[config.mk]
export PLATFORM = sky130hd
export DESIGN_NAME = ethernet_frame_classifier_unit
export DESIGN_NICKNAME = d
export VERILOG_FILES = /design/src/design/efc_pkg.sv /design/src/design/ethernet_frame_classifier_unit.sv
export VERILOG_INCLUDE_DIRS = /design/src /design/src/design
export SDC_FILE = /design/constraint.sdc
export NUM_CORES = 1
export LEC_CHECK = 0
export BUFFER_PORTS_ARGS = -buffer_cell sky130_fd_sc_hd__buf_2
export CORE_UTILIZATION = 30
export DETAILED_ROUTE_END_ITERATION = 8
export GPL_TIMING_DRIVEN = 0
export PLACE_DENSITY_LB_ADDON = 0.3
export SYNTH_ARGS = -nofsm -noshare
export SYNTH_HDL_FRONTEND = slang
export SYNTH_SLANG_ARGS = --single-unit
[constraint.sdc]
create_clock -name clk -period 3.65 [get_ports clk]
set_input_delay 0.5475 -clock clk [delete_from_list [all_inputs] [get_ports clk]]
set_output_delay 0.5475 -clock clk [all_outputs]
set_load 0.01 [all_outputs]
[src/design/ethernet_frame_classifier_unit_macros.svh]
// Assertion macros for the Ethernet frame classifier.
// Expects clk and rst in the scope of the module that uses them.
`ifndef ETHERNET_FRAME_CLASSIFIER_UNIT_MACROS_SVH
`define ETHERNET_FRAME_CLASSIFIER_UNIT_MACROS_SVH
`ifndef SYNTHESIS
`define EFC_ASSERT_IMP(name, ante, cons) \
  name: assert property (@(posedge clk) disable iff (rst) (ante) |-> (cons)) \
    else $error("efc assertion failed");
`define EFC_ASSERT_NXT(name, ante, cons) \
  name: assert property (@(posedge clk) disable iff (rst) (ante) |=> (cons)) \
    else $error("efc assertion failed");
`else
`define EFC_ASSERT_IMP(name, ante, cons)
`define EFC_ASSERT_NXT(name, ante, cons)
`endif
`endif

[src/design/efc_pkg.sv]
// Types and constants of the Ethernet frame classifier.
// No dependencies.
`timescale 1ns / 1ps
`default_nettype none
package efc_pkg;

  localparam logic [15:0] ETYPE_ARP      = 16'h0806;
  localparam logic [15:0] ETYPE_IPV4     = 16'h0800;
  localparam logic [47:0] BCAST_MAC      = 48'hFFFF_FFFF_FFFF;
  localparam logic [7:0]  PROTO_TCP      = 8'h06;
  localparam logic [7:0]  PROTO_UDP      = 8'h11;
  localparam logic [15:0] ARP_OP_REQUEST = 16'h0001;

  localparam logic [5:0] POS_MAX        = 6'd63;
  localparam logic [5:0] ARP_MIN_BYTES  = 6'd42;
  localparam logic [5:0] IPV4_MIN_BYTES = 6'd34;

  localparam logic [5:0] POS_MAC_END   = 6'd6;
  localparam logic [5:0] POS_ETYPE_HI  = 6'd12;
  localparam logic [5:0] POS_ETYPE_LO  = 6'd13;
  localparam logic [5:0] POS_IPLEN_HI  = 6'd16;
  localparam logic [5:0] POS_IPLEN_LO  = 6'd17;
  localparam logic [5:0] POS_ARPOP_HI  = 6'd20;
  localparam logic [5:0] POS_ARPOP_LO  = 6'd21;
  localparam logic [5:0] POS_PROTO     = 6'd23;
  localparam logic [5:0] POS_IPDST_LO  = 6'd30;
  localparam logic [5:0] POS_IPDST_HI  = 6'd33;
  localparam logic [5:0] POS_ARPTGT_LO = 6'd38;
  localparam logic [5:0] POS_ARPTGT_HI = 6'd41;

  localparam logic [1:0] CLASS_OTHER = 2'd0;
  localparam logic [1:0] CLASS_ARP   = 2'd1;
  localparam logic [1:0] CLASS_TCP   = 2'd2;
  localparam logic [1:0] CLASS_UDP   = 2'd3;

  localparam logic CFG_OWN_MAC = 1'b0;
  localparam logic CFG_OWN_IP  = 1'b1;

  typedef struct packed {
    logic [15:0] ip_total_length;
    logic [1:0]  frame_class;
  } res_t;

endpackage
`default_nettype wire

[src/design/ethernet_frame_classifier_unit.sv]
// Ethernet frame classifier: captures header fields and classifies each frame.
// Depends on efc_pkg and ethernet_frame_classifier_unit_macros.svh.
//
// Usage:
//   s_tvalid/s_tready/s_tdata/s_tlast carry frame bytes, one word per byte,
//   starting at the destination MAC; s_tlast marks the final byte.
//   m_tvalid/m_tready/m_tdata carry one result word per frame.
//   cfg_we/cfg_index/cfg_data write own_mac (index 0) and own_ip (index 1).
// Result: the result word is registered in the output register when the frame's
//   last word is accepted, or in the skid register while the output is stalled.
// Throughput: one byte per cycle while s_tready is high; capture state, field
//   compares and the result register all work on a single byte each clock.
// Reset: clears the byte counter, all captured fields, both station
//   registers and the valid flags of the output stages.
// Stall: an output register plus a one-entry skid register hold results;
//   s_tready drops only while the skid register is full.
`timescale 1ns / 1ps
`default_nettype none
`include "ethernet_frame_classifier_unit_macros.svh"
module ethernet_frame_classifier_unit (
  input  wire logic        clk,
  input  wire logic        rst,
  input  wire logic        s_tvalid,
  output logic             s_tready,
  input  wire logic [7:0]  s_tdata,   // [7:0] frame_byte
  input  wire logic        s_tlast,   // frame_last
  output logic             m_tvalid,
  input  wire logic        m_tready,
  output logic [23:0]      m_tdata,   // [1:0] frame_class, [17:2] ip_total_length, zero pad
  input  wire logic        cfg_we,
  input  wire logic        cfg_index,
  input  wire logic [47:0] cfg_data
);

  logic [47:0] own_mac;
  logic [31:0] own_ip;

  logic [5:0]  pos, pos_next;
  logic [47:0] dmac, dmac_next;
  logic [15:0] etype, etype_next;
  logic [15:0] arp_op, arp_op_next;
  logic [31:0] arp_tgt, arp_tgt_next;
  logic [15:0] ip_len, ip_len_next;
  logic [7:0]  ip_proto, ip_proto_next;
  logic [31:0] ip_dst, ip_dst_next;

  efc_pkg::res_t res;
  efc_pkg::res_t out_res, skid_res;
  logic          out_valid, skid_valid;
  logic          in_take, res_push, out_take;
  logic          arp_hit, ip_hit;

  assign s_tready = !skid_valid;
  assign in_take  = s_tvalid && s_tready;
  assign res_push = in_take && s_tlast;
  assign out_take = out_valid && m_tready;
  assign m_tvalid = out_valid;
  assign m_tdata  = {6'b0, out_res};

  always_ff @(posedge clk) begin
    if (rst) begin
      own_mac <= '0;
      own_ip  <= '0;
    end else if (cfg_we) begin
      unique case (cfg_index)
        efc_pkg::CFG_OWN_MAC: own_mac <= cfg_data;
        efc_pkg::CFG_OWN_IP:  own_ip  <= cfg_data[31:0];
      endcase
    end
  end

  always_comb begin
    dmac_next     = dmac;
    etype_next    = etype;
    arp_op_next   = arp_op;
    arp_tgt_next  = arp_tgt;
    ip_len_next   = ip_len;
    ip_proto_next = ip_proto;
    ip_dst_next   = ip_dst;
    if (pos < efc_pkg::POS_MAC_END) begin
      dmac_next = {dmac[39:0], s_tdata};
    end else if (pos == efc_pkg::POS_ETYPE_HI || pos == efc_pkg::POS_ETYPE_LO) begin
      etype_next = {etype[7:0], s_tdata};
    end else if (pos == efc_pkg::POS_IPLEN_HI || pos == efc_pkg::POS_IPLEN_LO) begin
      ip_len_next = {ip_len[7:0], s_tdata};
    end else if (pos == efc_pkg::POS_ARPOP_HI || pos == efc_pkg::POS_ARPOP_LO) begin
      arp_op_next = {arp_op[7:0], s_tdata};
    end else if (pos == efc_pkg::POS_PROTO) begin
      ip_proto_next = s_tdata;
    end else if (pos >= efc_pkg::POS_IPDST_LO && pos <= efc_pkg::POS_IPDST_HI) begin
      ip_dst_next = {ip_dst[23:0], s_tdata};
    end else if (pos >= efc_pkg::POS_ARPTGT_LO && pos <= efc_pkg::POS_ARPTGT_HI) begin
      arp_tgt_next = {arp_tgt[23:0], s_tdata};
    end
    pos_next = (pos == efc_pkg::POS_MAX) ? pos : pos + 6'd1;
  end

  always_comb begin
    arp_hit = (etype_next == efc_pkg::ETYPE_ARP) && (pos_next >= efc_pkg::ARP_MIN_BYTES)
              && ((dmac_next == efc_pkg::BCAST_MAC) || (dmac_next == own_mac))
              && (arp_op_next == efc_pkg::ARP_OP_REQUEST) && (arp_tgt_next == own_ip);
    ip_hit  = (etype_next == efc_pkg::ETYPE_IPV4) && (pos_next >= efc_pkg::IPV4_MIN_BYTES)
              && (ip_dst_next == own_ip);
    res.frame_class     = efc_pkg::CLASS_OTHER;
    res.ip_total_length = '0;
    if (arp_hit) begin
      res.frame_class = efc_pkg::CLASS_ARP;
    end else if (ip_hit && ip_proto_next == efc_pkg::PROTO_TCP) begin
      res.frame_class     = efc_pkg::CLASS_TCP;
      res.ip_total_length = ip_len_next;
    end else if (ip_hit && ip_proto_next == efc_pkg::PROTO_UDP) begin
      res.frame_class     = efc_pkg::CLASS_UDP;
      res.ip_total_length = ip_len_next;
    end
  end

  always_ff @(posedge clk) begin
    if (rst || res_push) begin
      pos      <= '0;
      dmac     <= '0;
      etype    <= '0;
      arp_op   <= '0;
      arp_tgt  <= '0;
      ip_len   <= '0;
      ip_proto <= '0;
      ip_dst   <= '0;
    end else if (in_take) begin
      pos      <= pos_next;
      dmac     <= dmac_next;
      etype    <= etype_next;
      arp_op   <= arp_op_next;
      arp_tgt  <= arp_tgt_next;
      ip_len   <= ip_len_next;
      ip_proto <= ip_proto_next;
      ip_dst   <= ip_dst_next;
    end
  end

  // hold a stalled result in the skid register, refill the output from it
  always_ff @(posedge clk) begin
    if (rst) begin
      out_valid  <= 1'b0;
      skid_valid <= 1'b0;
    end else if (res_push) begin
      if (!out_valid || m_tready) begin
        out_valid <= 1'b1;
      end else begin
        skid_valid <= 1'b1;
      end
    end else if (out_take) begin
      out_valid  <= skid_valid;
      skid_valid <= 1'b0;
    end
  end

  always_ff @(posedge clk) begin
    if (res_push) begin
      if (!out_valid || m_tready) begin
        out_res <= res;
      end else begin
        skid_res <= res;
      end
    end else if (out_take && skid_valid) begin
      out_res <= skid_res;
    end
  end

  `EFC_ASSERT_IMP(a_skid_needs_out, skid_valid, out_valid)
  `EFC_ASSERT_IMP(a_len_zero_other,
    out_valid && (out_res.frame_class == efc_pkg::CLASS_OTHER ||
                  out_res.frame_class == efc_pkg::CLASS_ARP),
    out_res.ip_total_length == 16'd0)
  `EFC_ASSERT_NXT(a_clear_after_last, res_push, pos == 6'd0)
  `EFC_ASSERT_NXT(a_pos_advance, in_take && !s_tlast && pos != efc_pkg::POS_MAX,
    pos == $past(pos) + 6'd1)

endmodule
`default_nettype wire

==> impl_metrics.csv <==
group,metric,value,unit
timing,max-slew-margin-rel,0.2994,
drt,drtIter0Drc,1208,
cts,clockBufferDepth,3,
cts,clock-sinks,292,
synth,ys_seq_elements,292,
worst_setup_path,cp.arrival,3.93,ns
floorplanning,die_h,220.1,um
synth,async_flop_share,0,
synth,syn-cell-area,14270,um2
power_and_ir_drop,ir_drop,0.0003526,V
worst_setup_path,max_stage_delay,0.43,ns
cells_and_area,final_net_count,2005,
drt,vias_per_cell,5.223,
synth,syn_inst,1814,
floorplanning,die_area,48460,um2
worst_setup_path,path_max_fanout,10,
timing,maxSlewViolCount,0,
timing,max_freq,281.2,MHz
cts,cts_made_buffers,31,
cells_and_area,syn2layout_area_growth,16.50,%
drt,ant_nets,0,
worst_setup_path,reg2reg_slack,0.09,ns
run_status,status,"complete, but fails checks",
drt,route.vias.total,13440,
cts,clk_pin_slew,0.06,ns
synth,synth_edf_count,36,
synth,synthTopCellsByCount,"nand2_1, a21oi_1, dfxtp_1, clkbuf_1, inv_1",
synth,synth_top_area_frac,0.3590,
global_routing,grtUsageTotal,0.2111,
worst_setup_path,crit_required,4.02,ns
synth,seq_area_frac_synth,0.4348,
synth,synth_ff_type,"dfxtp_1",
power_and_ir_drop,power_density,436.4,nW/um2
floorplanning,core_area,46750,um2
timing,period_share,0.9742,
cts,cts_tree,"done",
worst_setup_path,critPathKind,"reg2reg",
worst_setup_path,cp_slowest_cell,"or3_1",
timing,hold_ws,0.2075,ns
drt,drc,6,
timing,skew,0.01873,ns
worst_setup_path,cp-start-kind,"register",
global_routing,grt_pass1_wl,78.04,mm
timing,hold_viol,0,
drt,drt_first_pass_iters,7,
cells_and_area,post-route-cell-area,16630,um2
worst_setup_path,crit_path_end_kind,"register",
synth,avgSynthCellArea,7.869,um2
placed_design,dp_hpwl,38.69,mm
power_and_ir_drop,power.leakage,0.005552,uW
floorplanning,die_w,220.1,um
placed_design,io_buffers,81,
cts,clkLatencyLatePin,0.58,ns
cts,cts-root-buf,"clkbuf_16",
floorplanning,io_pins,89,
synth,synth.distinct_cells,80,
synth,synth_area_leaders,"dfxtp_1, nand2_1, a21oi_1",
worst_setup_path,worstPathCellList,"inv_1, ha_1, nor2_4, or4_1, buf_4, nand2_4, or3_1, a221o_1, a311oi_4, o2111ai_4, buf_6, o31ai_1",
timing,worstMarginPinSlew,1.051,ns
global_routing,grt_max_degree,19,
timing,rsz0062_at_grt,"no",
global_routing,grt_pass1_vias,12840,
global_routing,antenna_found_initial,2,
global_routing,grt_overflow,0,
timing,setup_viol,0,
synth,synth_most_common_cell,"nand2_1",
worst_hold_path,hold_class,"in2reg",
synth,synth.largest_area_cell,"dfxtp_1",
synth,yosysWarningCount,0,
drt,drt-total-wl,51.39,mm
placed_design,dpl-instance-area,15460,um2
drt,wl_per_cell,19.97,um
job,cap_violations,0,
cts,cts-htree-levels,1,
cells_and_area,post-route-util,0.3557,
floorplanning,rows,79,
timing,min_period,3.556,ns
run_status,violations,"design-rule violations",
power_and_ir_drop,p_total,7257,uW
floorplanning,start_util,0.3053,
cells_and_area,drive_above_1_share,0.09114,
placed_design,place_congestion,0.9561,
==> timing repair <==
action                     4_1_cts  5_1_grt
setup endpoints to repair       35       14
pin swaps                        2        3
resized for setup                6        9
setup buffers                    2        4
hold buffers                     0        0
==> power by group <==
| part | total [uW] | internal, uW | leakage [uW] | switching (uW) |
|---|---|---|---|---|
| Sequential | 3410 | 3310 | 0.00237 | 95.2 |
| Combinational | 597 | 205 | 0.00267 | 393 |
| Clock | 3250 | 1930 | 0.000516 | 1320 |
| Total | 7260 | 5450 | 0.00555 | 1810 |
==> metrics by stage <==
stage	std cells	worst slack [ns]	TNS, ns
3_3_place_gp	2507	-0.4438	-10.62
3_5_place_dp	2507	-0.4435	-9.283
5_1_grt	2573	0.01355	0
4_1_cts	2567	0.03620	0
6_report	2573	0.09428	0
2_1_floorplan	1819	0.5964	0
==> cells in the final DEF (no fill, tap or decap), types with 14 or more instances in the layout <==
cell,n
mux2i_1,56
o22ai_1,26
nor2_1,51
o31ai_1,18
o21ai_0,18
nor4_1,24
a21oi_1,271
buf_2,89
nor3_1,16
edfxtp_1,36
clkbuf_1,106
xor2_1,39
dfxtp_1,255
clkbuf_16,32
nand3_1,17
nand2b_1,26
buf_4,14
nand4_1,22
xnor2_1,49
nor2b_1,25
nand2_1,533
inv_1,67
==> flip-flops by register name (all words and copies together), names as in the netlist <==
| name | flops |
|---|---|
| dmac | 48 |
| own_mac | 48 |
| arp_tgt | 32 |
| ip_dst | 32 |
| own_ip | 32 |
| m_tdata | 18 |
| skid_res | 18 |
| arp_op | 16 |
| etype | 16 |
| ip_len | 16 |
| ip_proto | 8 |
| pos | 6 |
| m_tvalid | 1 |
| skid_valid | 1 |
==> worst paths after layout <==
| path | endpoint | cells after the start | from |
|---|---|---|---|
| max reg2reg | m_tdata[6] | 12 | pos[1] |
| min reg2reg | ip_len[14] | 2 | ip_len[14] |
| max | m_tdata[6] | 12 | pos[1] |
| min | own_mac[40] | 3 | cfg_data[40] |
==> critical path, delay by kind of cell, from the launching register on <==
kind	cells	cell delay, ns
simple gates	4	0.86
flops	1	0.41
compound gates	4	1.30
buf+inv	3	0.53
fa+ha+maj	1	0.25
==> final cells by class <==
type	instances	area [um2]
Buffer	126	555.5
Sequential cell	292	6207
Fill cell	4946	30130
Clock inverter	12	137.6
Timing Repair Buffer	87	450.4
Inverter	67	251.5
Antenna cell	2	5.005
Clock buffer	46	913.4
Tap cell	607	759.5
Multi-Input combinational cell	1334	7348
==> layer usage <==
layer / wire [um] / part of all wire / track usage / vias to the layer above
met5: 0 / 0 / 0 / -
met4: 1494 / 0.029 / 0.06506 / 0
met3: 3148 / 0.061 / 0.02885 / 94
met2: 23280 / 0.45 / 0.3426 / 488
met1: 23470 / 0.46 / 0.2888 / 6415
li1: - / - / - / 6442
==> logic make-up (layout without fill, tap and decap cells) <==
family	count (synthesis)	after routing	share of synthesized area
other	1	8	0.0002627
DFF	292	292	0.4348
adders and majority gates	3	3	0.002630
and+or+nand+nor	758	758	0.2326
buffers and inverters	193	338	0.05601
xor gates and xnor gates	88	88	0.05400
muxes	59	59	0.04164
AOI/OAI and AO/OA	420	420	0.1781
No activity file was read; power rests on OpenSTA's default activity.
